[config.mk]
export PLATFORM = sky130hd
export DESIGN_NAME = bptc_second_order
export DESIGN_NICKNAME = d
export VERILOG_FILES = /design/src/sv/bptc_pkg.sv /design/src/sv/bptc_second_order.sv
export VERILOG_INCLUDE_DIRS = /design/src /design/src/sv
export SDC_FILE = /design/constraint.sdc
export NUM_CORES = 2
export LEC_CHECK = 0
export ABC_AREA = 1
export BUFFER_PORTS_ARGS = -buffer_cell sky130_fd_sc_hd__buf_2
export CORE_UTILIZATION = 40
export DETAILED_ROUTE_END_ITERATION = 12
export GPL_TIMING_DRIVEN = 0
export HOLD_SLACK_MARGIN = 0.06
export PLACE_DENSITY = 0.61
export SYNTH_ARGS = -nofsm -noshare
export SYNTH_HDL_FRONTEND = slang
export SYNTH_SLANG_ARGS = --single-unit
[constraint.sdc]
create_clock -name clk -period 5.8 [get_ports clk]
set_clock_uncertainty 0.05 [all_clocks]
set_input_delay 1.16 -clock clk [delete_from_list [all_inputs] [get_ports clk]]
set_output_delay 1.16 -clock clk [all_outputs]
set_load 0.02 [all_outputs]
[src/sv/baro_pressure_temperature_compensation_core_defines.svh]
// assertion macros shared by the compensation core rtl
// no dependencies; expects clk and rst_n in the including scope
`ifndef BARO_PRESSURE_TEMPERATURE_COMPENSATION_CORE_DEFINES_SVH
`define BARO_PRESSURE_TEMPERATURE_COMPENSATION_CORE_DEFINES_SVH

// consequent checked in the same cycle as the antecedent
`define BPTC_ASSERT_SAME(label, ante, cons, msg) \
    label: assert property (@(posedge clk) disable iff (!rst_n) (ante) |-> (cons)) \
        else $error(msg);

// consequent checked in the cycle after the antecedent
`define BPTC_ASSERT_NEXT(label, ante, cons, msg) \
    label: assert property (@(posedge clk) disable iff (!rst_n) (ante) |=> (cons)) \
        else $error(msg);

`endif

[src/sv/bptc_pkg.sv]
// shared types and constants of the pressure/temperature compensation core
// no dependencies
package bptc_pkg;

    localparam int RAW_W   = 24;  // raw converter reading
    localparam int COEF_W  = 16;  // calibration word
    localparam int TEMP_W  = 19;  // temperature result
    localparam int PRES_W  = 22;  // pressure result
    localparam int ADDR_W  = 5;   // apb byte address
    localparam int DATA_W  = 32;  // apb data

    localparam int DT_W    = 25;  // temperature difference
    localparam int D_W     = 18;  // first-order temperature minus reference
    localparam int TMP_W   = 20;  // working temperature
    localparam int FO_W    = 36;  // first-order offset and sensitivity
    localparam int SQ_W    = 35;  // squared temperature deviation
    localparam int CR_W    = 39;  // second-order corrections
    localparam int FI_W    = 40;  // corrected offset and sensitivity

    // apb register indexes
    localparam logic [2:0] REG_SENS_COEFF        = 3'd0;
    localparam logic [2:0] REG_OFFSET_COEFF      = 3'd1;
    localparam logic [2:0] REG_SENS_TEMP_COEFF   = 3'd2;
    localparam logic [2:0] REG_OFFSET_TEMP_COEFF = 3'd3;
    localparam logic [2:0] REG_REF_TEMP          = 3'd4;
    localparam logic [2:0] REG_TEMP_COEFF        = 3'd5;

    typedef struct packed {
        logic [COEF_W-1:0] sens_coeff;
        logic [COEF_W-1:0] offset_coeff;
        logic [COEF_W-1:0] sens_temp_coeff;
        logic [COEF_W-1:0] offset_temp_coeff;
        logic [COEF_W-1:0] ref_temp;
        logic [COEF_W-1:0] temp_coeff;
    } bptc_cfg_t;

    // first-order results
    typedef struct packed {
        logic                    valid;
        logic                    cool;   // below 20.00 C
        logic                    cold;   // below -15.00 C
        logic signed [TMP_W-1:0] temp;   // already corrected by t2
        logic signed [D_W-1:0]   d;
        logic signed [D_W-1:0]   e;
        logic signed [FO_W-1:0]  off;
        logic signed [FO_W-1:0]  sens;
        logic [RAW_W-1:0]        d1;
    } bptc_first_t;

    // second-order corrected values
    typedef struct packed {
        logic                    valid;
        logic signed [TMP_W-1:0] temp;
        logic signed [FI_W-1:0]  off;
        logic signed [FI_W-1:0]  sens;
        logic [RAW_W-1:0]        d1;
    } bptc_second_t;

    typedef struct packed {
        logic                     valid;
        logic signed [TEMP_W-1:0] temperature_centi;
        logic signed [PRES_W-1:0] pressure_pa;
    } bptc_result_t;

endpackage

[src/sv/bptc_second_order.sv]
// pipeline stages 4-6: second-order corrections below 20.00 C and -15.00 C
// depends on bptc_pkg and the assertion macro header
`include "baro_pressure_temperature_compensation_core_defines.svh"

module bptc_second_order (
    input  logic                   clk,
    input  logic                   rst_n,
    input  logic                   adv,
    input  bptc_pkg::bptc_first_t  stage_in,
    output bptc_pkg::bptc_second_t stage_out
);
    import bptc_pkg::*;

    localparam int MUL_W = SQ_W + 3;

    // stage 4
    logic                    s4_valid_reg;
    logic                    s4_cool_reg, s4_cold_reg;
    logic [SQ_W-1:0]         s4_sq_reg, sq_next;
    logic [SQ_W-1:0]         s4_sq2_reg, sq2_next;
    logic signed [TMP_W-1:0] s4_temp_reg;
    logic signed [FO_W-1:0]  s4_off_reg, s4_sens_reg;
    logic [RAW_W-1:0]        s4_d1_reg;
    logic signed [2*D_W-1:0] sq_full, sq2_full;

    // stage 5
    logic                    s5_valid_reg;
    logic [CR_W-1:0]         s5_off2_reg, off2_next;
    logic [CR_W-1:0]         s5_sens2_reg, sens2_next;
    logic signed [TMP_W-1:0] s5_temp_reg;
    logic signed [FO_W-1:0]  s5_off_reg, s5_sens_reg;
    logic [RAW_W-1:0]        s5_d1_reg;
    logic [MUL_W-1:0]        five_sq, seven_sq2, eleven_sq2;

    // stage 6
    logic                    s6_valid_reg;
    logic signed [FI_W-1:0]  s6_off_reg, off_next;
    logic signed [FI_W-1:0]  s6_sens_reg, sens_next;
    logic signed [TMP_W-1:0] s6_temp_reg;
    logic [RAW_W-1:0]        s6_d1_reg;

    assign sq_full  = stage_in.d * stage_in.d;
    assign sq2_full = stage_in.e * stage_in.e;
    assign sq_next  = sq_full[SQ_W-1:0];
    assign sq2_next = sq2_full[SQ_W-1:0];

    // constant multiples by shift and add or subtract, all terms non-negative
    assign five_sq    = {3'b000, s4_sq_reg} + {1'b0, s4_sq_reg, 2'b00};
    assign seven_sq2  = {s4_sq2_reg, 3'b000} - {3'b000, s4_sq2_reg};
    assign eleven_sq2 = {s4_sq2_reg, 3'b000} + {2'b00, s4_sq2_reg, 1'b0}
                      + {3'b000, s4_sq2_reg};

    assign off2_next = s4_cool_reg
                     ? ({{(CR_W-MUL_W+1){1'b0}}, five_sq[MUL_W-1:1]}
                        + (s4_cold_reg ? {{(CR_W-MUL_W){1'b0}}, seven_sq2} : '0))
                     : '0;
    assign sens2_next = s4_cool_reg
                      ? ({{(CR_W-MUL_W+2){1'b0}}, five_sq[MUL_W-1:2]}
                         + (s4_cold_reg ? {{(CR_W-MUL_W+1){1'b0}}, eleven_sq2[MUL_W-1:1]}
                                        : '0))
                      : '0;

    assign off_next  = $signed({{(FI_W-FO_W){s5_off_reg[FO_W-1]}}, s5_off_reg})
                     - $signed({{(FI_W-CR_W){1'b0}}, s5_off2_reg});
    assign sens_next = $signed({{(FI_W-FO_W){s5_sens_reg[FO_W-1]}}, s5_sens_reg})
                     - $signed({{(FI_W-CR_W){1'b0}}, s5_sens2_reg});

    always_ff @(posedge clk or negedge rst_n)
    begin
        if (!rst_n)
        begin
            s4_valid_reg <= 1'b0;
            s5_valid_reg <= 1'b0;
            s6_valid_reg <= 1'b0;
        end
        else if (adv)
        begin
            s4_valid_reg <= stage_in.valid;
            s5_valid_reg <= s4_valid_reg;
            s6_valid_reg <= s5_valid_reg;
        end
    end

    always_ff @(posedge clk)
    begin
        if (adv)
        begin
            s4_cool_reg  <= stage_in.cool;
            s4_cold_reg  <= stage_in.cold;
            s4_sq_reg    <= sq_next;
            s4_sq2_reg   <= sq2_next;
            s4_temp_reg  <= stage_in.temp;
            s4_off_reg   <= stage_in.off;
            s4_sens_reg  <= stage_in.sens;
            s4_d1_reg    <= stage_in.d1;
            s5_off2_reg  <= off2_next;
            s5_sens2_reg <= sens2_next;
            s5_temp_reg  <= s4_temp_reg;
            s5_off_reg   <= s4_off_reg;
            s5_sens_reg  <= s4_sens_reg;
            s5_d1_reg    <= s4_d1_reg;
            s6_off_reg   <= off_next;
            s6_sens_reg  <= sens_next;
            s6_temp_reg  <= s5_temp_reg;
            s6_d1_reg    <= s5_d1_reg;
        end
    end

    assign stage_out.valid = s6_valid_reg;
    assign stage_out.temp  = s6_temp_reg;
    assign stage_out.off   = s6_off_reg;
    assign stage_out.sens  = s6_sens_reg;
    assign stage_out.d1    = s6_d1_reg;

    // the cold band lies inside the cool band
    `BPTC_ASSERT_SAME(a_cold_in_cool, s4_valid_reg && s4_cold_reg, s4_cool_reg, "cold without cool")
    // corrections only ever lower offset and sensitivity
    `BPTC_ASSERT_NEXT(a_corr_lowers, adv && s5_valid_reg, s6_off_reg <= $past(s5_off_reg), "offset rose")
    `BPTC_ASSERT_NEXT(a_stall_hold, !adv && s6_valid_reg, s6_valid_reg && $stable(s6_sens_reg), "stage 6 moved in stall")

endmodule

Word level (Yosys, flattened, before mapping)
Index checks and enable logic that the tools add are counted.
- output and inout bits: 125
- input port bits: 158
- flip-flop bits (word level): 509
- multiplexer cells: 2
- $mul: 2
- add/subtract/negate cells: 8
- operator list (operator ; number):
    36-bit by 40-bit subtractor with 40-bit output ; 2
    18-bit by 18-bit multiplier with 35-bit output ; 2
    37-bit by 38-bit adder with 39-bit output ; 1
    35-bit by 37-bit adder with 38-bit output ; 1
    36-bit by 37-bit adder with 38-bit output ; 1
    38-bit by 35-bit adder with 38-bit output ; 1
    38-bit by 36-bit adder with 38-bit output ; 1
    38-bit two-way mux ; 1
    38-bit by 35-bit subtractor with 38-bit output ; 1
    37-bit two-way mux ; 1

Logic depth before layout (Yosys ltp)
- depth in word-level cells: 4
- mapped depth: 28
- depth with buffers taken out: 28

Least setup slack after synthesis
No wires, ideal clock.
- path type: input to register
- from: in stage_in[101] (netlist name)
- to: reg s4_sq2_reg[33], data pin
- library setup time: 252 ps
- stages: 19
- arrival time: 6370 ps
- path buffers: 2
- slack: -872 ps
- cells stage by stage: clkbuf_1 clkbuf_1 nand2_1 fa_1 fa_1 inv_1 fa_1 fa_1 inv_1 fa_1 fa_1 inv_1 ha_1 nand2_1 nor3_1 nand2_1 or3b_1 nand3_1 nand2_1
- word-level cells in the longest chain between the ends: 1
- RTL lines (item ; line ; text):
    start: declaration ; bptc_second_order.sv:9 ; input bptc_pkg::bptc_first_t stage_in,
    18-bit by 18-bit multiplier with 35-bit output ; bptc_second_order.sv:43 ; assign sq2_full = stage_in.e * stage_in.e;
    net sq2_full[33] ; bptc_second_order.sv:24 ; logic signed [2*D_W-1:0] sq_full, sq2_full;
    end signal: assignment ; bptc_second_order.sv:91 ; s4_sq2_reg <= sq2_next;
    end: declaration ; bptc_second_order.sv:20 ; logic [SQ_W-1:0] s4_sq2_reg, sq2_next;
The timed path passes the listed nets, and every way through them passes these cells.
A chain may end at the register's enable or synchronous reset.

Worst setup path in the final report
- from: in stage_in[122] (netlist name)
- to: reg s4_sq_reg[29], data pin
- word-level cells in the longest chain between the ends: 1
- RTL lines (item ; line ; text):
    18-bit by 18-bit multiplier with 35-bit output ; bptc_second_order.sv:42 ; assign sq_full = stage_in.d * stage_in.d;
    net sq_full[29] ; bptc_second_order.sv:24 ;
    end signal: assignment ; bptc_second_order.sv:90 ; s4_sq_reg <= sq_next;
    end: declaration ; bptc_second_order.sv:19 ; logic [SQ_W-1:0] s4_sq_reg, sq_next;
The timed path passes the listed nets, and every way through them passes these cells.

==> results.cfg <==
[drt]
dr.first_iter.drc_count = 2904
avgViaCountPerCell = 5.04
num_vias = 44500
postRouteWirelength_mm = 163
wire_per_inst_um = 18.5
drc = 0
drtAntennaViolNets = 0
first_pass_iters = 6

[timing]
post-route-min-period_ns = 5.95
fmax_mhz = 168
slew_headroom_pct = 30.0
finalHoldViolCount = 0
drv_slew = 0
setup_viol = 11
period_share_pct = 103
worst_pin_slew_ns = 1.05
fin_ws_ns = -0.153
rsz0062_at_grt = true
final.setup.tns_ns = -0.680

[placed_design]
hpwl_mm = 136
gp_congestion = 0.939
port_buffers = 267
dp_cells = 8549

[cts]
cts_root_buffer = clkbuf_16
clockBufferDepth = 3
clk_latency_ns = 0.64
cts_tree = built
cts-buffers-inserted = 53
clock_sinks = 505
ctsHoldBuffers = 0
h-tree-depth = 2
clk_pin_slew_ns = 0.06

[layout]
final_cell_mix = inv_1, nand2_1, fa_1
area_growth_pct = 19.1
nets = 8218
layout_commonest_cell = inv_1
fin_cells = 8830
n_antenna_cell = 0
regArea_mm2 = 0.0151
drive_gt1_share_pct = 16.5
multiInputGateArea_mm2 = 0.0363
nFillCells = 13200

[hold_path]
hp-class = in2async

[yosys]
yosysUniqueCellTypes = 66
yosysWarnings = 0
avgSynthCellArea_um2 = 8.54
async_reset_ff_share_pct = 0.594
syn_inst = 6483
synth_edf_count = 502
netlist_area_mm2 = 0.0553
ys_ff_latch = 505
seq_area_frac_synth_pct = 27.4
synth_ff_type = edfxtp_1

[floorplan]
dieArea_mm2 = 0.140
die_h_um = 374
die_w_um = 374
start_util_pct = 40.3
io_pins = 283
core_mm2 = 0.137
core.rowCount = 136

[global_route]
grt_pass1_wl_mm = 253
grt-ovfl-total = 0
grt_pass1_vias = 45200
grtUsageTotal_pct = 23.2
grt_antenna_before_repair = 1
grt_max_degree = 136

[outcome]
violations = setup timing
status = finished with violations

[critical_path]
reg2reg_depth = 26
arrival_ns = 6.29
required_ns = 6.13
start_kind = input pin
crit_fanout = 6
crit_path_end_kind = flop
criticalPathCategory = in2reg

[run]
maxCapViolCount = 0
## cell type report
class                   count  area share (%)
plain buffers              85            2.18
clock buffers              60            2.05
clock inverters            39           0.589
inverters                1510            8.66
multi-input cells        4379            55.2
flip-flops and latches    505            23.0
well taps                1794            3.41
repair buffers            458            4.97
## synth_stat cells (all sizes together) (9+ instances only)
cell	count	area (um2)
ha	457	5720
nand4	43	269
inv	1508	5660
a21o	60	452
a31oi	50	313
edfxtp	502	15100
nor4	22	190
fa	611	12200
nand2	1212	4580
xor2	139	1220
buf	24	98.9
clkbuf	66	248
nor3	55	337
o21bai	57	454
o21ai	282	1480
o21a	23	173
a21boi	17	139
a21oi	444	2290
nand3	173	881
nor2	588	2240
and3	9	56.3
xnor2	78	683
## per-layer routing
layer  track usage (%)  up-vias  routed length [um]
li1                  -    21500                   -
met1              31.6    21700               73000
met2              39.5     1092               78400
met3              2.28      200                7730
met4              5.96        2                4290
met5                 0        -                   7
## metrics by stage
step	util (%)	hold slack (ns)	worst slack [ns]	area, um2
4_1_cts	46.9	0.234	-0.0904	64400
3_3_place_gp	44.4	0.350	-4.59	60900
6_report	48.0	0.270	-0.153	65900
5_1_grt	48.0	0.248	-0.308	65900
3_5_place_dp	44.5	0.355	-1.13	61000
2_1_floorplan	-	0.350	-0.374	57300
## worst max-delay path, stage by stage
cell	delay, ns
buf_4	0.13
clkbuf_16	0.16
clkbuf_16	0.16
buf_4	0.14
nand2_2	0.08
fa_1	0.45
fa_1	0.48
fa_2	0.55
inv_1	0.06
fa_2	0.47
fa_1	0.49
inv_1	0.05
fa_1	0.47
inv_1	0.06
ha_4	0.30
nand2_4	0.08
nor2_4	0.10
and3_4	0.20
nand4_1	0.14
nand3_2	0.17
a21o_1	0.17
nand2_1	0.08
nand3_1	0.07
nand2_1	0.06
## path summary, 6_finish.rpt
kind / startpoint / slack (ns) / endpoint
max reg2reg: s4_sq2_reg[2] / 0.65 / s5_sens2_reg[37]
min reg2reg: s4_off_reg[21] / 0.34 / s5_off_reg[21]
max: stage_in[122] / -0.15 / s4_sq_reg[29]
max in group asynchronous: rst_n / 5.33 / s5_valid_reg
min in group clk: s4_off_reg[21] / 0.34 / s5_off_reg[21]
min: rst_n / 0.27 / s4_valid_reg
## logic make-up (layout without fill, tap and decap cells)
logic type      after synthesis  after routing  share of synthesized area, %
mux                           1              1                        0.0203
xor+xnor                    217            217                          3.43
fa+ha+maj                  1068           1068                          32.4
other cells                   2              3                        0.0136
flops                       505            505                          27.4
simple gates               2116           2116                          15.6
compound gates              974            974                          10.2
buf+inv                    1600           2152                          10.9
## timing repair
item / CTS / global route
hold endpoints to repair: 0 / 0
resized for setup: 163 / 282
pin swaps: 118 / 177
cloned: 9 / 1
setup buffers: 102 / 76
setup endpoints to repair: 29 / 36
Power is not shown: default switching activity piles up to over one toggle a cycle in this logic, so the estimate is an artifact.
