--- config.mk ---
export PLATFORM = sky130hd
export DESIGN_NAME = bptc_first_order
export DESIGN_NICKNAME = d
export VERILOG_FILES = /design/src/sv/baro_pressure_temperature_compensation_core_defines.svh /design/src/sv/bptc_pkg.sv /design/src/sv/bptc_first_order.sv
export SDC_FILE = /design/constraint.sdc
export NUM_CORES = 2
export LEC_CHECK = 0
export ABC_AREA = 1
export BUFFER_PORTS_ARGS = -buffer_cell sky130_fd_sc_hd__clkbuf_2
export CAP_MARGIN = 10
export CORE_MARGIN = 3
export CORE_UTILIZATION = 30
export CTS_CLUSTER_SIZE = 14
export DETAILED_ROUTE_END_ITERATION = 16
export PLACE_DENSITY = 0.43
export SETUP_SLACK_MARGIN = 0.4
export SLEW_MARGIN = 20
export SYNTH_ARGS = -nofsm -noshare
export SYNTH_HDL_FRONTEND = slang
export SYNTH_SLANG_ARGS = --single-unit
--- constraint.sdc ---
create_clock -name clk -period 8.6 [get_ports clk]
set_clock_uncertainty 0.2 [all_clocks]
set_input_delay 0.43 -clock clk [delete_from_list [all_inputs] [get_ports clk]]
set_output_delay 0.43 -clock clk [all_outputs]
set_load 0.02 [all_outputs]
--- src/sv/baro_pressure_temperature_compensation_core_defines.svh ---
// assertion macros shared by the compensation core rtl
// no dependencies; expects clk and rst_n in the including scope
`ifndef BARO_PRESSURE_TEMPERATURE_COMPENSATION_CORE_DEFINES_SVH
`define BARO_PRESSURE_TEMPERATURE_COMPENSATION_CORE_DEFINES_SVH

// consequent checked in the same cycle as the antecedent
`define BPTC_ASSERT_SAME(label, ante, cons, msg) \
    label: assert property (@(posedge clk) disable iff (!rst_n) (ante) |-> (cons)) \
        else $error(msg);

// consequent checked in the cycle after the antecedent
`define BPTC_ASSERT_NEXT(label, ante, cons, msg) \
    label: assert property (@(posedge clk) disable iff (!rst_n) (ante) |=> (cons)) \
        else $error(msg);

`endif

--- src/sv/bptc_pkg.sv ---
// shared types and constants of the pressure/temperature compensation core
// no dependencies
package bptc_pkg;

    localparam int RAW_W   = 24;  // raw converter reading
    localparam int COEF_W  = 16;  // calibration word
    localparam int TEMP_W  = 19;  // temperature result
    localparam int PRES_W  = 22;  // pressure result
    localparam int ADDR_W  = 5;   // apb byte address
    localparam int DATA_W  = 32;  // apb data

    localparam int DT_W    = 25;  // temperature difference
    localparam int D_W     = 18;  // first-order temperature minus reference
    localparam int TMP_W   = 20;  // working temperature
    localparam int FO_W    = 36;  // first-order offset and sensitivity
    localparam int SQ_W    = 35;  // squared temperature deviation
    localparam int CR_W    = 39;  // second-order corrections
    localparam int FI_W    = 40;  // corrected offset and sensitivity

    // apb register indexes
    localparam logic [2:0] REG_SENS_COEFF        = 3'd0;
    localparam logic [2:0] REG_OFFSET_COEFF      = 3'd1;
    localparam logic [2:0] REG_SENS_TEMP_COEFF   = 3'd2;
    localparam logic [2:0] REG_OFFSET_TEMP_COEFF = 3'd3;
    localparam logic [2:0] REG_REF_TEMP          = 3'd4;
    localparam logic [2:0] REG_TEMP_COEFF        = 3'd5;

    typedef struct packed {
        logic [COEF_W-1:0] sens_coeff;
        logic [COEF_W-1:0] offset_coeff;
        logic [COEF_W-1:0] sens_temp_coeff;
        logic [COEF_W-1:0] offset_temp_coeff;
        logic [COEF_W-1:0] ref_temp;
        logic [COEF_W-1:0] temp_coeff;
    } bptc_cfg_t;

    // first-order results
    typedef struct packed {
        logic                    valid;
        logic                    cool;   // below 20.00 C
        logic                    cold;   // below -15.00 C
        logic signed [TMP_W-1:0] temp;   // already corrected by t2
        logic signed [D_W-1:0]   d;
        logic signed [D_W-1:0]   e;
        logic signed [FO_W-1:0]  off;
        logic signed [FO_W-1:0]  sens;
        logic [RAW_W-1:0]        d1;
    } bptc_first_t;

    // second-order corrected values
    typedef struct packed {
        logic                    valid;
        logic signed [TMP_W-1:0] temp;
        logic signed [FI_W-1:0]  off;
        logic signed [FI_W-1:0]  sens;
        logic [RAW_W-1:0]        d1;
    } bptc_second_t;

    typedef struct packed {
        logic                     valid;
        logic signed [TEMP_W-1:0] temperature_centi;
        logic signed [PRES_W-1:0] pressure_pa;
    } bptc_result_t;

endpackage

--- src/sv/bptc_first_order.sv ---
// pipeline stages 1-3: temperature difference, coefficient products,
// first-order temperature, offset and sensitivity; depends on bptc_pkg
module bptc_first_order (
    input  logic                       clk,
    input  logic                       rst_n,
    input  logic                       adv,
    input  logic                       in_valid,
    input  logic [bptc_pkg::RAW_W-1:0] raw_pressure,
    input  logic [bptc_pkg::RAW_W-1:0] raw_temperature,
    input  bptc_pkg::bptc_cfg_t        cfg,
    output bptc_pkg::bptc_first_t      stage_out
);
    import bptc_pkg::*;

    localparam int PROD_W         = DT_W + COEF_W + 1;
    localparam int SQ_FULL_W      = 2 * DT_W;
    localparam int T2_SHIFT       = 31;
    localparam int T2_W           = 17;
    localparam int TEMP_SHIFT     = 23;
    localparam int OFF_SHIFT      = 7;
    localparam int SENS_SHIFT     = 8;
    localparam int OFF_BASE_SHIFT = 16;
    localparam int SENS_BASE_SHIFT = 15;
    localparam int OFF_LIN_W      = PROD_W - OFF_SHIFT;
    localparam int SENS_LIN_W     = PROD_W - SENS_SHIFT;

    localparam logic signed [TMP_W-1:0] TEMP_REF  = 20'sd2000;
    localparam logic signed [TMP_W-1:0] TEMP_COLD = -20'sd1500;

    // stage 1
    logic                     s1_valid_reg;
    logic signed [DT_W-1:0]   s1_dt_reg, dt_next;
    logic [RAW_W-1:0]         s1_d1_reg;

    // stage 2
    logic                     s2_valid_reg;
    logic signed [PROD_W-1:0] s2_ptemp_reg, ptemp_next;
    logic signed [PROD_W-1:0] s2_poff_reg, poff_next;
    logic signed [PROD_W-1:0] s2_psens_reg, psens_next;
    logic [T2_W-1:0]          s2_t2_reg, t2_next;
    logic [RAW_W-1:0]         s2_d1_reg;
    logic signed [SQ_FULL_W-1:0] dt_sq;

    // stage 3
    logic                     s3_valid_reg;
    logic                     s3_cool_reg, cool_next;
    logic                     s3_cold_reg, cold_next;
    logic signed [TMP_W-1:0]  s3_temp_reg, temp_next;
    logic signed [D_W-1:0]    s3_d_reg, d_next;
    logic signed [D_W-1:0]    s3_e_reg, e_next;
    logic signed [FO_W-1:0]   s3_off_reg, off_next;
    logic signed [FO_W-1:0]   s3_sens_reg, sens_next;
    logic [RAW_W-1:0]         s3_d1_reg;

    logic signed [TMP_W-1:0]      temp_first;
    logic signed [TMP_W-1:0]      e_wide;
    logic signed [OFF_LIN_W-1:0]  off_lin;
    logic signed [SENS_LIN_W-1:0] sens_lin;

    assign dt_next = $signed({1'b0, raw_temperature}) - $signed({1'b0, cfg.ref_temp, 8'd0});

    assign ptemp_next = s1_dt_reg * $signed({1'b0, cfg.temp_coeff});
    assign poff_next  = s1_dt_reg * $signed({1'b0, cfg.offset_temp_coeff});
    assign psens_next = s1_dt_reg * $signed({1'b0, cfg.sens_temp_coeff});
    assign dt_sq      = s1_dt_reg * s1_dt_reg;
    assign t2_next    = dt_sq[T2_SHIFT +: T2_W];

    // the arithmetic shifts are taken as slices of the registered products
    assign d_next     = s2_ptemp_reg[TEMP_SHIFT +: D_W];
    assign temp_first = TEMP_REF + $signed({{(TMP_W-D_W){d_next[D_W-1]}}, d_next});
    assign cool_next  = d_next[D_W-1];
    assign cold_next  = temp_first < TEMP_COLD;
    assign e_wide     = temp_first - TEMP_COLD;
    assign e_next     = e_wide[D_W-1:0];
    assign temp_next  = temp_first -
                        (cool_next ? $signed({{(TMP_W-T2_W){1'b0}}, s2_t2_reg}) : '0);

    assign off_lin  = s2_poff_reg[OFF_SHIFT +: OFF_LIN_W];
    assign sens_lin = s2_psens_reg[SENS_SHIFT +: SENS_LIN_W];
    assign off_next = $signed({{(FO_W-COEF_W-OFF_BASE_SHIFT){1'b0}}, cfg.offset_coeff,
                               {OFF_BASE_SHIFT{1'b0}}})
                    + $signed({{(FO_W-OFF_LIN_W){off_lin[OFF_LIN_W-1]}}, off_lin});
    assign sens_next = $signed({{(FO_W-COEF_W-SENS_BASE_SHIFT){1'b0}}, cfg.sens_coeff,
                                {SENS_BASE_SHIFT{1'b0}}})
                     + $signed({{(FO_W-SENS_LIN_W){sens_lin[SENS_LIN_W-1]}}, sens_lin});

    always_ff @(posedge clk or negedge rst_n)
    begin
        if (!rst_n)
        begin
            s1_valid_reg <= 1'b0;
            s2_valid_reg <= 1'b0;
            s3_valid_reg <= 1'b0;
        end
        else if (adv)
        begin
            s1_valid_reg <= in_valid;
            s2_valid_reg <= s1_valid_reg;
            s3_valid_reg <= s2_valid_reg;
        end
    end

    always_ff @(posedge clk)
    begin
        if (adv)
        begin
            s1_dt_reg    <= dt_next;
            s1_d1_reg    <= raw_pressure;
            s2_ptemp_reg <= ptemp_next;
            s2_poff_reg  <= poff_next;
            s2_psens_reg <= psens_next;
            s2_t2_reg    <= t2_next;
            s2_d1_reg    <= s1_d1_reg;
            s3_cool_reg  <= cool_next;
            s3_cold_reg  <= cold_next;
            s3_temp_reg  <= temp_next;
            s3_d_reg     <= d_next;
            s3_e_reg     <= e_next;
            s3_off_reg   <= off_next;
            s3_sens_reg  <= sens_next;
            s3_d1_reg    <= s2_d1_reg;
        end
    end

    assign stage_out.valid = s3_valid_reg;
    assign stage_out.cool  = s3_cool_reg;
    assign stage_out.cold  = s3_cold_reg;
    assign stage_out.temp  = s3_temp_reg;
    assign stage_out.d     = s3_d_reg;
    assign stage_out.e     = s3_e_reg;
    assign stage_out.off   = s3_off_reg;
    assign stage_out.sens  = s3_sens_reg;
    assign stage_out.d1    = s3_d1_reg;

endmodule

# Word-level counts from Yosys, hierarchy flattened

Cells that the tools add are included.

$add $sub $neg: 6
Multipliers: 4
Mux-type cells: 1
$lt $le $gt $ge: 1

Operators with widths:

| kind                                                                           | number |
|---|---|
| 25-bit by 17-bit multiplier with 42-bit output                                 | 2 |
| 25-bit by 25-bit multiplier with 48-bit output                                 | 1 |
| 25-bit by 17-bit multiplier with 41-bit output                                 | 1 |
| 33-bit by 35-bit adder with 36-bit output                                      | 1 |
| 32-bit by 34-bit adder with 35-bit output                                      | 1 |
| 24-bit by 24-bit subtractor with 25-bit output                                 | 1 |
| 19-bit by 18-bit subtractor with 20-bit output                                 | 1 |
| 12-bit by 18-bit adder with 19-bit output, first input constant                | 1 |
| 19-bit by 12-bit less-than comparator with 1-bit output, second input constant | 1 |
| 18-bit by 12-bit subtractor with 18-bit output, second input constant          | 1 |
| 17-bit two-way mux                                                             | 1 |

Word-level logic and storage cells: 30
Register bits: 372

# Longest topological paths before layout

Depth in word-level cells: 2
Gate-level depth with buffers: 32
Gate-level depth less buffers: 30

# Least setup slack after synthesis

No wires, ideal clock.

Path kind: register to register
From: register s1_dt_reg[24]
To: register s2_t2_reg[15], data pin
Arrival: 6.431 ns
Library setup time: 0.253 ns
Cell stages (with the launch flop): 25
Clock period less this slack: 6.884 ns
Path slack: 1.716 ns
Buffers on the path: 3
Path through: edfxtp_1 -> buf_2 -> clkbuf_1 -> buf_1 -> nand2_1 -> inv_1 -> fa_1 -> fa_1 -> fa_1 -> inv_1 -> fa_1 -> fa_1 -> fa_1 -> fa_1 -> inv_1 -> ha_1 -> nand2_1 -> nor2_1 -> inv_1 -> nor2_1 -> nand3_1 -> nor3_1 -> o21ai_0 -> nand4_1 -> nand2_1

Word-level cells in the longest chain between the ends: 1

RTL lines:

| what                                           | RTL line                | source |
|---|---|---|
| start, declared                                | bptc_first_order.sv:32  | `logic signed [DT_W-1:0] s1_dt_reg, dt_next;` |
| start signal, assigned                         | bptc_first_order.sv:107 | `s1_dt_reg <= dt_next;` |
| 25-bit by 25-bit multiplier with 48-bit output | bptc_first_order.sv:65  | `assign dt_sq = s1_dt_reg * s1_dt_reg;` |
| via dt_sq[46]                                  | bptc_first_order.sv:42  | `logic signed [SQ_FULL_W-1:0] dt_sq;` |
| end signal, assigned                           | bptc_first_order.sv:112 | `s2_t2_reg <= t2_next;` |
| end, declared                                  | bptc_first_order.sv:40  | `logic [T2_W-1:0] s2_t2_reg, t2_next;` |

The timed path passes the listed nets, and every way through them passes these cells.
A chain may end at the register's enable or synchronous reset.

# Worst setup path in the final report

From: register s1_dt_reg[24]
To: register s2_t2_reg[12], data pin

The elaborated chain is that of the path after synthesis.

==> impl_metrics.ini <==
[status]
outcome = finished clean

[place]
dpl.hpwl_um = 195000
placed_cells = 13400
place.gp.congestion = 0.873
numPortBuffers = 302

[die]
ios = 303
rows = 189
die-height_um = 525
die_w_um = 525
core-area_um2 = 267000
die_area_um2 = 276000
floorplan.initialDensity = 0.303

[global_route]
gr-total-overflow = 0
grt_start_max_net_pins = 153
grt_pass1_wl_um = 383000
antenna_found_initial = 3
grt.total_usage = 0.176
grt_pass1_vias = 66600

[worst_setup_path]
r2r_setup_slack_ns = 0.86
crit_path_max_fanout = 14
critPathLaunchType = register
rr_startpoint = s1_dt_reg[24]
crit_top_cell = fa_1
end_kind = register
startpoint = s1_dt_reg[24]
arrival_ns = 7.92
r2r_cells = 20
slowest_stage = fa_1
rr_endpoint = s2_t2_reg[12]
crit_type = reg -> reg
crit_end = s2_t2_reg[12]
path_cells = nand2_1 > inv_1 > fa_1 > fa_1 > fa_1 > inv_1 > fa_1 > fa_1 > fa_1 > fa_1 > inv_1 > ha_1 > nand2_1 > inv_1 > nand2_1 > nor2_1 > a21boi_0 > nor3_1 > nand4_1 > nand2_1
required_ns = 8.78
slowest_delay_ns = 0.84

[yosys]
ys_top_cells_by_count = inv_1 (2947), nand2_1 (2501), fa_1 (1756)
yosysWarningCount = 0
synth_area_leaders = fa_1 (44%), inv_1 (14%), edfxtp_1 (12%)
synth_nets = 12200
synth_edf_count = 327
yosysTopAreaCell = fa_1
synth_compound_gate_area_share = 0.0325
ys_types = 50
synth-xor-area-share = 0.0167
yosys.area_share.simple = 0.159
async_reset_ff_frac = 0.00909
synthCells = 9779
synth_top_family_by_area = adder cells
ys_seq_area_frac = 0.122
synth-adder-area-share = 0.515
avgSynthCellArea_um2 = 8.26
synthesis.area_um2 = 80800
ys.flop_type = edfxtp_1
muxShareOfSynthArea = 0.000139
synth_seq_cells = 330
synth_top_area_frac = 0.435
synth_most_common_cell = inv_1

[clocking]
numCtsBuffers = 45
cts_tree = yes
h-tree-depth = 2
cts_root_buf = clkbuf_16
clkTransAtPathRegs_ns = 0.06
cts_sinks = 330
ctsLongestPathBuffers = 3
clk_latency_ns = 0.68
cts_resized = 0

[routing]
wl_um = 237000
first_pass_iters = 5
route.detailed.drc = 0
vias = 60000
first_iter_violations = 3172
wire_per_inst_um = 17.6
avgViaCountPerCell = 4.45
ant_nets = 0

[timing]
slew_headroom = 0.302
tightest_slew_ns = 1.05
post-route-period-util = 0.899
hold_viol = 0
drv_slew = 0
finalSetupViolCount = 0
period_needed_ns = 7.74
tns_ns = 0
rsz0062_at_grt = false
timing.fmax_mhz = 129

[cells_and_area]
area_growth_pct = 9.01
drive_above_1_share = 0.0542
final_nets = 12300
fin_cells = 13500
largest_reg_flops = 36

[job]
maxCapViolations = 0

[hold_path]
hold_path_class = in -> reg
==> area by class of cell <==
class                           instances  area, um2
Tap cell                             3533       4420
Inverter                             2954      11100
Antenna cell                            2       5.00
Timing Repair Buffer                  439       2750
Sequential cell                       330       9890
Multi-Input combinational cell       6144      58400
Fill cell                           28200     178000
Clock inverter                         35        360
Clock buffer                           47       1130
==> critical path, delay by kind of cell, from the launching register on <==
kind,cells,cell delay (ns)
buf+inv,4,0.47
simple gates,7,1.07
flops,1,0.64
fa+ha+maj,8,4.68
compound gates,1,0.39
==> placed cells by master (no fill, tap or decap), types with 11 or more instances in the layout <==
cell and count:
nor3_1 38, edfxtp_1 327, o21ai_0 137, xor2_1 96, fa_1 1756, nor2_1 394
dlygate4sd3_1 38, nand3b_1 12, clkbuf_16 45, buf_4 91, clkinv_1 11, inv_1 2947
nand4_1 52, clkbuf_2 301, a21o_1 16, xnor2_1 48, a21oi_1 252, nand3_1 180
ha_1 515, nand2_2 26, nand2_1 2501, o21bai_1 28
==> kinds of logic after synthesis <==
| group | Yosys count |
|---|---|
| XOR/XNOR | 148 |
| buffers and inverters | 3305 |
| flip-flops | 330 |
| multiplexers | 1 |
| AO/OA/AOI/OAI | 480 |
| adder cells (fa/ha/maj) | 2271 |
| AND/OR/NAND/NOR | 3244 |
==> layer usage <==
metal	GRT usage	vias up	share of wire
met5	0	-	0.000038
met4	0.0295	2	0.016
met3	0.0160	186	0.037
met2	0.300	1098	0.48
met1	0.245	30500	0.47
li1	-	28100	-
==> through the flow <==
stage | util | hold WS, ns | setup WS, ns | area (um2)
after detailed placement | 0.323 | 0.0305 | 0.936 | 86200
after CTS | 0.330 | 0.00670 | 0.848 | 88100
after floorplan | - | -0.0656 | 1.72 | 80800
after global routing | 0.330 | 0.0502 | 0.488 | 88100
after global placement | 0.323 | 0.0247 | 0.962 | 86200
final | 0.330 | 0.0555 | 0.865 | 88100
==> worst min path at each step <==
stage	startpoint	end	slack, ns	cells past startpoint
4_1_cts	adv	s3_d_reg[16]	0.007	1
3_3_place_gp	rst_n	s3_valid_reg	0.02	1
3_5_place_dp	rst_n	s1_valid_reg	0.03	1
6_report	adv	s3_d_reg[16]	0.06	1
2_1_floorplan	rst_n	s1_valid_reg	-0.07	0
5_1_grt	adv	s1_dt_reg[3]	0.05	1
==> timing repair <==
action / in CTS / in global routing
hold buffers: 38 / 0
setup buffers: 0 / 0
endpoints found under the hold margin: 39 / 0
Power is not shown: default switching activity piles up to over one toggle a cycle in this logic, so the estimate is an artifact.
