<file path="src/sv/baro_pressure_temperature_compensation_core_defines.svh">
// assertion macros shared by the compensation core rtl
// no dependencies; expects clk and rst_n in the including scope
`ifndef BARO_PRESSURE_TEMPERATURE_COMPENSATION_CORE_DEFINES_SVH
`define BARO_PRESSURE_TEMPERATURE_COMPENSATION_CORE_DEFINES_SVH

// consequent checked in the same cycle as the antecedent
`define BPTC_ASSERT_SAME(label, ante, cons, msg) \
    label: assert property (@(posedge clk) disable iff (!rst_n) (ante) |-> (cons)) \
        else $error(msg);

// consequent checked in the cycle after the antecedent
`define BPTC_ASSERT_NEXT(label, ante, cons, msg) \
    label: assert property (@(posedge clk) disable iff (!rst_n) (ante) |=> (cons)) \
        else $error(msg);

`endif

</file>
<file path="src/sv/bptc_pkg.sv">
// shared types and constants of the pressure/temperature compensation core
// no dependencies
package bptc_pkg;

    localparam int RAW_W   = 24;  // raw converter reading
    localparam int COEF_W  = 16;  // calibration word
    localparam int TEMP_W  = 19;  // temperature result
    localparam int PRES_W  = 22;  // pressure result
    localparam int ADDR_W  = 5;   // apb byte address
    localparam int DATA_W  = 32;  // apb data

    localparam int DT_W    = 25;  // temperature difference
    localparam int D_W     = 18;  // first-order temperature minus reference
    localparam int TMP_W   = 20;  // working temperature
    localparam int FO_W    = 36;  // first-order offset and sensitivity
    localparam int SQ_W    = 35;  // squared temperature deviation
    localparam int CR_W    = 39;  // second-order corrections
    localparam int FI_W    = 40;  // corrected offset and sensitivity

    // apb register indexes
    localparam logic [2:0] REG_SENS_COEFF        = 3'd0;
    localparam logic [2:0] REG_OFFSET_COEFF      = 3'd1;
    localparam logic [2:0] REG_SENS_TEMP_COEFF   = 3'd2;
    localparam logic [2:0] REG_OFFSET_TEMP_COEFF = 3'd3;
    localparam logic [2:0] REG_REF_TEMP          = 3'd4;
    localparam logic [2:0] REG_TEMP_COEFF        = 3'd5;

    typedef struct packed {
        logic [COEF_W-1:0] sens_coeff;
        logic [COEF_W-1:0] offset_coeff;
        logic [COEF_W-1:0] sens_temp_coeff;
        logic [COEF_W-1:0] offset_temp_coeff;
        logic [COEF_W-1:0] ref_temp;
        logic [COEF_W-1:0] temp_coeff;
    } bptc_cfg_t;

    // first-order results
    typedef struct packed {
        logic                    valid;
        logic                    cool;   // below 20.00 C
        logic                    cold;   // below -15.00 C
        logic signed [TMP_W-1:0] temp;   // already corrected by t2
        logic signed [D_W-1:0]   d;
        logic signed [D_W-1:0]   e;
        logic signed [FO_W-1:0]  off;
        logic signed [FO_W-1:0]  sens;
        logic [RAW_W-1:0]        d1;
    } bptc_first_t;

    // second-order corrected values
    typedef struct packed {
        logic                    valid;
        logic signed [TMP_W-1:0] temp;
        logic signed [FI_W-1:0]  off;
        logic signed [FI_W-1:0]  sens;
        logic [RAW_W-1:0]        d1;
    } bptc_second_t;

    typedef struct packed {
        logic                     valid;
        logic signed [TEMP_W-1:0] temperature_centi;
        logic signed [PRES_W-1:0] pressure_pa;
    } bptc_result_t;

endpackage

</file>
<file path="src/sv/bptc_apb_regs.sv">
// apb register file holding the six calibration words
// depends on bptc_pkg
module bptc_apb_regs (
    input  logic                       clk,
    input  logic                       rst_n,
    input  logic                       psel,
    input  logic                       penable,
    input  logic                       pwrite,
    input  logic [bptc_pkg::ADDR_W-1:0] paddr,
    input  logic [bptc_pkg::DATA_W-1:0] pwdata,
    output logic [bptc_pkg::DATA_W-1:0] prdata,
    output logic                       pready,
    output bptc_pkg::bptc_cfg_t        cfg
);
    import bptc_pkg::*;

    bptc_cfg_t         cfg_reg;
    logic [2:0]        index;
    logic              wr_en;
    logic [COEF_W-1:0] wdata;
    logic [COEF_W-1:0] rd_value;

    assign index  = paddr[ADDR_W-1:2];
    assign wr_en  = psel && penable && pwrite;
    assign wdata  = pwdata[COEF_W-1:0];
    assign pready = 1'b1;
    assign cfg    = cfg_reg;

    always_ff @(posedge clk or negedge rst_n)
    begin
        if (!rst_n)
        begin
            cfg_reg <= '0;
        end
        else if (wr_en)
        begin
            case (index)
                REG_SENS_COEFF:        cfg_reg.sens_coeff        <= wdata;
                REG_OFFSET_COEFF:      cfg_reg.offset_coeff      <= wdata;
                REG_SENS_TEMP_COEFF:   cfg_reg.sens_temp_coeff   <= wdata;
                REG_OFFSET_TEMP_COEFF: cfg_reg.offset_temp_coeff <= wdata;
                REG_REF_TEMP:          cfg_reg.ref_temp          <= wdata;
                REG_TEMP_COEFF:        cfg_reg.temp_coeff        <= wdata;
                default:               ;
            endcase
        end
    end

    always_comb
    begin
        case (index)
            REG_SENS_COEFF:        rd_value = cfg_reg.sens_coeff;
            REG_OFFSET_COEFF:      rd_value = cfg_reg.offset_coeff;
            REG_SENS_TEMP_COEFF:   rd_value = cfg_reg.sens_temp_coeff;
            REG_OFFSET_TEMP_COEFF: rd_value = cfg_reg.offset_temp_coeff;
            REG_REF_TEMP:          rd_value = cfg_reg.ref_temp;
            REG_TEMP_COEFF:        rd_value = cfg_reg.temp_coeff;
            default:               rd_value = '0;
        endcase
    end

    assign prdata = {{(DATA_W-COEF_W){1'b0}}, rd_value};

endmodule

</file>
<file path="config.mk">
export PLATFORM = sky130hd
export DESIGN_NAME = bptc_apb_regs
export DESIGN_NICKNAME = d
export VERILOG_FILES = /design/src/sv/baro_pressure_temperature_compensation_core_defines.svh /design/src/sv/bptc_pkg.sv /design/src/sv/bptc_apb_regs.sv
export SDC_FILE = /design/constraint.sdc
export NUM_CORES = 1
export LEC_CHECK = 0
export BUFFER_PORTS_ARGS = -buffer_cell sky130_fd_sc_hd__buf_2
export CAP_MARGIN = 20
export CORE_MARGIN = 2
export CORE_UTILIZATION = 53
export CTS_BUF_LIST = sky130_fd_sc_hd__clkbuf_16
export DETAILED_ROUTE_END_ITERATION = 7
export GPL_ROUTABILITY_DRIVEN = 0
export PLACE_DENSITY = 0.93
export SLEW_MARGIN = 20
export SYNTH_ARGS = -nofsm -noshare
export SYNTH_HDL_FRONTEND = slang
export SYNTH_SLANG_ARGS = --single-unit
</file>
<file path="constraint.sdc">
create_clock -name clk -period 2.78 [get_ports clk]
set_clock_uncertainty 0.15 [all_clocks]
set_input_delay 0.278 -clock clk [delete_from_list [all_inputs] [get_ports clk]]
set_output_delay 0.278 -clock clk [all_outputs]
set_load 0.1 [all_outputs]
</file>
# Word level (Yosys, flattened, before mapping)
# Cells that the tools add are included.
# word_totals
regBits	96
wordCells	21
# op_classes
n_eq_ne	5
muxes	1
n_reduce_logical	9
# op_table
op	n
$pmux 16 s6	1
$reduce_and 2->1	6
$eq 3x2->1 const B	2
$eq 3x3->1 const B	2
$eq 3x1->1 const B	1
$logic_not 3->1	1
$logic_and 1x1->1	2

# Depth between registers and ports, before layout
# Gate-level depths: netlist of run 1.
# depth
ltp_word	3
depth_mapped	6
ltp_nobuf	3

# Worst setup path after synthesis of run 1
# No wires, ideal clock.
# synth_path
path_type	register to output
start	reg cfg_reg, in the netlist cfg[42]
end	out prdata[10] in the netlist's numbering
arrival_ps	2933
required_ps	2352
setup_slack_ps	-581
stages_incl_launch_ff	4
path_buffers	0
cell_sequence	dfrtp_1 mux2_2 nand2_1 a31oi_1
# synth_between
elab_chain_len	1
# synth_lines
item	line	source
from (decl)	bptc_apb_regs.sv:17	bptc_cfg_t cfg_reg;
$pmux 16 s6	bptc_apb_regs.sv:51	case (index)
to (decl)	bptc_apb_regs.sv:11	output logic [bptc_pkg::DATA_W-1:0] prdata,
# No other way between the ends.

# Worst setup path in the final report of run 1
# layout_path
start	in paddr[3] in the netlist's numbering
end	out prdata[6] in the netlist's numbering
# layout_between
elab_chain_len	2
# layout_lines
item	line	source
from (decl)	bptc_apb_regs.sv:9	input logic [bptc_pkg::ADDR_W-1:0] paddr,
$eq 3x3->1 (tied with other cells)	bptc_apb_regs.sv:51	
$pmux 16 s6 (*)	bptc_apb_regs.sv:51	
# Mark *: on every way between the ends. The rest lies on a longest branch, timed or not.

==> flow_summary.yaml, run 1 <==
floorplanning:
  rows: 33
  core-area_um2: 8299
  die_w_um: 97.20
  ios: 171
  fp.dieH_um: 97.20
  start_util: 0.5547
  dieArea_um2: 9447
clock_network:
  cts_resized: 0
  clock_latency_ps: 330
  numCtsBuffers: 9
  root_buffer: "clkbuf_16"
  clockBufferDepth: 2
  htree_levels: 3
  clk_pin_slew_ps: 70
  numClockSinks: 96
  cts_tree: "built"
setup_path:
  r2r-start: "cfg[33]"
  slowest_stage: "buf_2"
  worst-setup-path-type: "in2out"
  crit_family: "buffers and inverters"
  start_kind: "input port"
  path_max_fanout: 18
  startpoint: "paddr[3]"
  cp.required_ps: 2350
  path_buf_inv: 3
  critPathMaxStageDelay_ps: 370
  cp_data_arrival_time_ps: 1960
  cp_cell_sequence: "buf_2 -> buf_4 -> mux2_2 -> a221oi_1 -> a31oi_2 -> buf_12"
  cp-end-kind: "output port"
placed_design:
  dp_cells: 571
  io_buffers: 135
  hpwl_um: 8595
  place_ws_ps: 413.5
synthesis:
  syn_inst: 335
  synth_top_area_share: 0.5219
  yosys_warnings: 0
  syn_area_um2: 4603
  ys.flop_type: "dfrtp_1"
  synth.distinct_cells: 30
  synth_seq_area_share: 0.5219
  synth_seq_cells: 96
  synth_edf_count: 0
  yosys-top-cells-area: "dfrtp_1, mux2_2, mux2i_1, buf_4, mux2_1"
  yosys.area.top_type: "dfrtp_1"
  async_flop_share: 1.000
  syn_avg_cell_area_um2: 13.74
flow_run:
  maxCapViolCount: 0
timing:
  setup_violations: 0
  worst_slew_pin_slew_ps: 691.2
  max_slew_margin: 0.5387
  min_period_ps: 2390
  slew_viol_final: 0
  tns_ps: 0
  fmax_mhz: 418.4
  finalCritPeriodShare: 0.8598
  grt_setup_unrepaired: "no"
  hold_violations: 0
  setup_slack_ps: 389.9
power:
  leakage_uw: 0.002974
  pwr_density_cell_nw_per_um2: 1097
  ir_drop_mv: 0.7131
status:
  outcome: "completed"
layout:
  layout.cells.non_filler: 587
  final_cell_mix: "buf_2, mux2_2, dfrtp_1, mux2i_1, buf_12"
  drive_gt1_frac: 0.5913
  largest_reg_flops: 96
  diodes: 0
  mostFrequentLayoutCell: "buf_2"
  postLayoutCoreUtil: 0.7217
  synthToLayoutAreaGrowth_pct: 30.12
  final_nets: 520
grt:
  globalRouteOverflowTotal: 0
  grt_max_degree: 53
  gr-usage-all-layers: 0.2692
  grt_pass1_wl_um: 20040
  antenna_found_initial: 0
  grt_pass1_vias: 3610
detailed_routing:
  avgRoutedWirePerCell_um: 21.01
  drc: 0
  first_iter_violations: 132
  via_per_inst: 5.736
  vias: 3367
  wirelength_um: 12330
  drtAntennaViolNets: 0
  first_pass_iters: 4
worst_hold_path:
  hold_start: "pwdata[8]"
  hold_path.class: "in2reg"
[metrics by stage]
stage	power (uW)	area (um2)	hold slack, ps
6_report	6571	5989	89.66
5_1_grt	6771	5989	85.55
4_1_cts	6596	5989	77.79
3_5_place_dp	5392	5692	163.8
3_3_place_gp	5317	5692	148.7
2_1_floorplan	4726	4735	-167.6
[path summary, 6_finish.rpt]
check	slack, ps	depth (start not counted)	endpoint
worst min register to register	370	1	cfg[93]
worst max-delay path	390	6	prdata[6]
worst max register to register	1810	1	cfg[33]
min in group asynchronous	320	2	cfg[72]
max in group asynchronous	1450	3	cfg[94]
worst min-delay path	90	2	cfg[88]
[cell families (layout without fill, tap and decap cells)]
family                 after synthesis  after routing  share of synthesized area
muxes                              134            134                     0.3207
DFF                                 96             96                     0.5219
buffers and inverters               38            170                    0.05572
and+or+nand+nor                     37             37                    0.05273
AOI/OAI and AO/OA                   28             28                    0.04730
other                                2             17                   0.001631
[cell usage after synthesis (all sizes together), types with 2 or more instances]
| master | count |
|---|---|
| dfrtp | 96 |
| conb | 2 |
| a221oi | 6 |
| o21ai | 2 |
| nand2 | 12 |
| a211oi | 2 |
| nor3 | 2 |
| clkbuf | 5 |
| nor2 | 10 |
| mux2i | 26 |
| a221o | 2 |
| a31oi | 6 |
| nand2b | 2 |
| a21oi | 2 |
| a311o | 2 |
| nand3 | 2 |
| o221ai | 6 |
| or3 | 6 |
| buf | 32 |
| mux2 | 108 |
[power by group]
part           internal (uW)  switching (uW)
Sequential              1670             222
Combinational            649            2830
Clock                    689             510
[what timing repair did]
item / 4_1_cts / 5_1_grt
hold endpoints to repair: 44 / 0
setup buffers: 0 / 0
hold buffers: 1 / 0
[final cells by class]
class / instances / area, um2
sequential: 96 / 2402
multi-input combinational: 216 / 2076
fill: 542 / 2310
timing repair buffer: 154 / 1089
clock inverter: 6 / 62.56
clock buffer: 9 / 225.2
tap: 105 / 131.4
inverter: 1 / 3.754
[layer usage]
metal	GRT usage	routed length, um
met4	0.08234	180
met1	0.3338	4990
met3	0.08201	978
met5	0	0
met2	0.4541	6183
No activity file was read; power rests on OpenSTA's default activity.
==> run 2: changes to the inputs <==
Settings changed: CORE_ASPECT_RATIO from default to 1.2, CORE_UTILIZATION 53 to 50, PLACE_DENSITY 0.93 to 0.89.
Clock period 2.78 ns to 2.4 ns, I/O delays scaled along.
==> flow_summary.yaml, run 2 (synthesis gave the netlist of run 1 again) <==
timing:
  setup_violations: 0
  setup_slack_ps: 175.4
  finalCritPeriodShare: 0.9269
  worst_slew_pin_slew_ps: 560.7
  hold_violations: 0
  max_slew_margin: 0.6262
  min_period_ps: 2225
  fmax_mhz: 449.5
  grt_setup_unrepaired: "no"
  slew_viol_final: 0
clock_network:
  numClockSinks: 96
  root_buffer: "clkbuf_16"
  htree_levels: 3
  clockBufferDepth: 2
  clock_latency_ps: 350
  numCtsBuffers: 9
  cts_tree: "built"
  clk_pin_slew_ps: 70
  cts_resized: 0
  post_cts_buffers: 0
  hold_buffers: 1
floorplanning:
  core-area_um2: 8986
  ios: 171
  dieArea_um2: 9993
  rows: 38
  die_w_um: 91.59
  fp.dieH_um: 109.1
  start_util: 0.5123
layout:
  drive_gt1_frac: 0.6098
  fillers: 635
  largest_reg_flops: 96
  diodes: 0
  layout.cells.non_filler: 612
  final_nets: 529
  synthToLayoutAreaGrowth_pct: 34.71
  postLayoutCoreUtil: 0.6901
  final_cell_mix: "buf_2, mux2_2, dfrtp_1, mux2i_1, buf_4"
  mostFrequentLayoutCell: "buf_2"
placed_design:
  place_ws_ps: 198.6
  dp_cells: 595
  hpwl_um: 9087
  io_buffers: 135
power:
  pwr_density_cell_nw_per_um2: 1229
  finalPower_uw: 7624
  ir_drop_mv: 0.8073
  leakage_uw: 0.003027
setup_path:
  cp_data_arrival_time_ps: 1830
  cp-end-kind: "output port"
  start_kind: "input port"
  cp.required_ps: 2010
  startpoint: "paddr[3]"
  worst-setup-path-type: "in2out"
  path_max_fanout: 17
  path_buf_inv: 3
  critPathMaxStageDelay_ps: 360
  cp_cell_sequence: "buf_2 -> buf_4 -> mux2_2 -> a221oi_1 -> a31oi_2 -> buf_12"
  slowest_stage: "mux2_2"
  crit_family: "buffers and inverters"
  r2r-start: "cfg[92]"
detailed_routing:
  drtAntennaViolNets: 0
  vias: 3424
  drc: 0
  via_per_inst: 5.595
  avgRoutedWirePerCell_um: 20.34
  wirelength_um: 12450
  first_iter_violations: 138
  first_pass_iters: 4
grt:
  grt_pass1_wl_um: 19420
  antenna_found_initial: 0
  globalRouteOverflowTotal: 0
  gr-usage-all-layers: 0.2580
  grt_max_degree: 57
  grt_pass1_vias: 3582
worst_hold_path:
  hold_start: "pwdata[11]"
  hold_path.class: "in2reg"
status:
  outcome: "completed"
flow_run:
  maxCapViolCount: 0
## run 2: cell count changes in the layout (fill, tap and decap cells not counted), sizes merged
cell / change
bufinv: -1
clkinv: -1
inv: +1
clkinvlp: +2
buf: +9
## run 2: power breakdown
part | switching [uW] | internal, uW | total (uW)
logic | 3300 | 782 | 4090
clock network | 637 | 711 | 1350
registers | 254 | 1940 | 2190
total | 4200 | 3430 | 7620
## run 2: worst paths after layout
check                            end  slack, ps  cells past startpoint
max                        prdata[8]        180                      6
min                          cfg[91]         40                      2
max reg2reg                  cfg[92]       1430                      1
min reg2reg                  cfg[86]        370                      1
max in group asynchronous    cfg[55]       1140                      3
min in group asynchronous    cfg[21]        250                      2
## run 2: cell type report
class / instances / area (um2) / share of cell area
multi-input cells: 216 / 2183 / 0.3521
well taps: 120 / 150.1 / 0.02421
inverters: 1 / 3.754 / 0.0006053
repair buffers: 163 / 1181 / 0.1905
flip-flops and latches: 96 / 2402 / 0.3874
clock inverters: 7 / 55.05 / 0.008878
clock buffers: 9 / 225.2 / 0.03632
## run 2: layer usage
layer | global-route usage | up-vias | part of all wire
li1 | - | 1491 | -
met1 | 0.3144 | 1750 | 0.40
met2 | 0.4354 | 152 | 0.51
met3 | 0.05943 | 31 | 0.066
met4 | 0.1234 | 0 | 0.030
met5 | 0 | - | 0
## run 2: stage by stage
step / cell area [um2] / TNS (ps) / hold slack [ps]
2_1_floorplan: 4842 / -559.4 / -205.6
3_3_place_gp: 5911 / 0 / 94.84
3_5_place_dp: 5911 / 0 / 102.7
4_1_cts: 6201 / 0 / 25.78
5_1_grt: 6201 / 0 / 35.84
6_report: 6201 / 0 / 40.92
==> run 3: changes to the inputs <==
Settings changed: REMOVE_ABC_BUFFERS from default to 1.
==> flow_summary.yaml, run 3 (synthesis gave the netlist of run 1 again) <==
grt:
  grt_pass1_wl_um: 18310
  globalRouteOverflowTotal: 0
  antenna_found_initial: 0
  grt_max_degree: 55
  grt_pass1_vias: 3394
  gr-usage-all-layers: 0.2403
timing:
  hold_violations: 0
  whs_ps: 46.81
  min_period_ps: 2043
  max_slew_margin: 0.5992
  slew_viol_final: 0
  finalCritPeriodShare: 0.8513
  setup_violations: 0
  fmax_mhz: 489.4
  worst_slew_pin_slew_ps: 600.6
  grt_setup_unrepaired: "no"
layout:
  final_nets: 524
  postLayoutCoreUtil: 0.6718
  synthToLayoutAreaGrowth_pct: 31.15
  mostFrequentLayoutCell: "buf_2"
  layout.cells.non_filler: 607
  final_cell_mix: "buf_2, mux2_2, dfrtp_1, mux2i_1, buf_12"
  diodes: 0
  largest_reg_flops: 96
  drive_gt1_frac: 0.5688
  design_area_um2: 6037
setup_path:
  critPathMaxStageDelay_ps: 410
  crit_family: "compound AO/OA/AOI/OAI gates"
  path_buf_inv: 1
  start_kind: "flop"
  slowest_stage: "dfrtp_1"
  r2r-start: "cfg[93]"
  startpoint: "cfg[50]"
  cp-end-kind: "output port"
  worst-setup-path-type: "reg2out"
  cp_cell_sequence: "mux2_2 -> a221oi_1 -> a31oi_1 -> buf_12"
  cp.required_ps: 2010
  cp_data_arrival_time_ps: 1650
  path_max_fanout: 3
clock_network:
  clk_pin_slew_ps: 60
  numCtsBuffers: 9
  cts_tree: "built"
  clock_latency_ps: 330
  clockBufferDepth: 2
  htree_levels: 3
  numClockSinks: 96
  root_buffer: "clkbuf_16"
  post_cts_buffers: 0
placed_design:
  io_buffers: 135
  placed_area_um2: 5690
  dp_cells: 590
  hpwl_um: 8704
status:
  outcome: "completed"
power:
  ir_drop_mv: 0.6700
  finalPower_uw: 7764
  leakage_uw: 0.003026
  pwr_density_cell_nw_per_um2: 1286
detailed_routing:
  drtAntennaViolNets: 0
  first_iter_violations: 109
  vias: 3335
  wirelength_um: 11790
  first_pass_iters: 5
  avgRoutedWirePerCell_um: 19.43
  via_per_inst: 5.494
  drc: 0
worst_hold_path:
  hold_path.class: "in2reg"
  hold_start: "pwdata[7]"
floorplanning:
  die_w_um: 91.59
  dieArea_um2: 9993
  ios: 171
  rows: 38
  start_util: 0.5123
  core-area_um2: 8986
  fp.dieH_um: 109.1
flow_run:
  maxCapViolCount: 0
run 3: cell count changes in the layout (fill, tap and decap cells not counted), sizes merged:
cell / change
clkinvlp: -4
clkinv: +2
bufinv: +3
inv: -1
buf: -5
run 3: path summary, 6_finish.rpt:
check,slack [ps],cells past startpoint,endpoint
worst max-delay path,360,4,prdata[2]
worst max register to register,1440,1,cfg[93]
worst min-delay path,50,2,cfg[87]
worst min register to register,370,1,cfg[91]
min in group asynchronous,320,2,cfg[0]
max in group asynchronous,1100,3,cfg[58]
run 3: metrics by stage:
stage | TNS, ps | setup slack (ps)
4_1_cts | 0 | 352.0
3_5_place_dp | 0 | 346.7
6_report | 0 | 356.8
5_1_grt | 0 | 294.0
2_1_floorplan | -9922 | -924.5
3_3_place_gp | 0 | 375.6
run 3: report_power, final:
part           internal, uW  leakage [uW]  total (uW)  switching [uW]
logic                   741       0.00163        3980            3240
clock network          1010      0.000168        1580             574
registers              1940       0.00123        2190             258
total                  3690       0.00303        7760            4080
run 3: per-layer routing:
metal  global-route usage  part of all wire  wire [um]  vias to the layer above
met5                    0                 0          0                        -
met4               0.1039             0.012        138                        0
met3              0.04147             0.055        652                       12
met2               0.4312              0.55       6471                      137
met1               0.2843              0.38       4529                     1697
li1                     -                 -          -                     1489
run 3: area by class of cell:
class	count	area [um2]
clock buffers	9	225.2
clock inverters	7	111.4
fillers	669	2949
inverters	1	3.754
multi-input cells	216	2001
flip-flops and latches	96	2402
well taps	120	150.1
repair buffers	158	1144
run 3: what timing repair did:
item	in CTS	in global routing
resized for setup	0	0
hold buffers	1	0
hold endpoints to repair	42	0
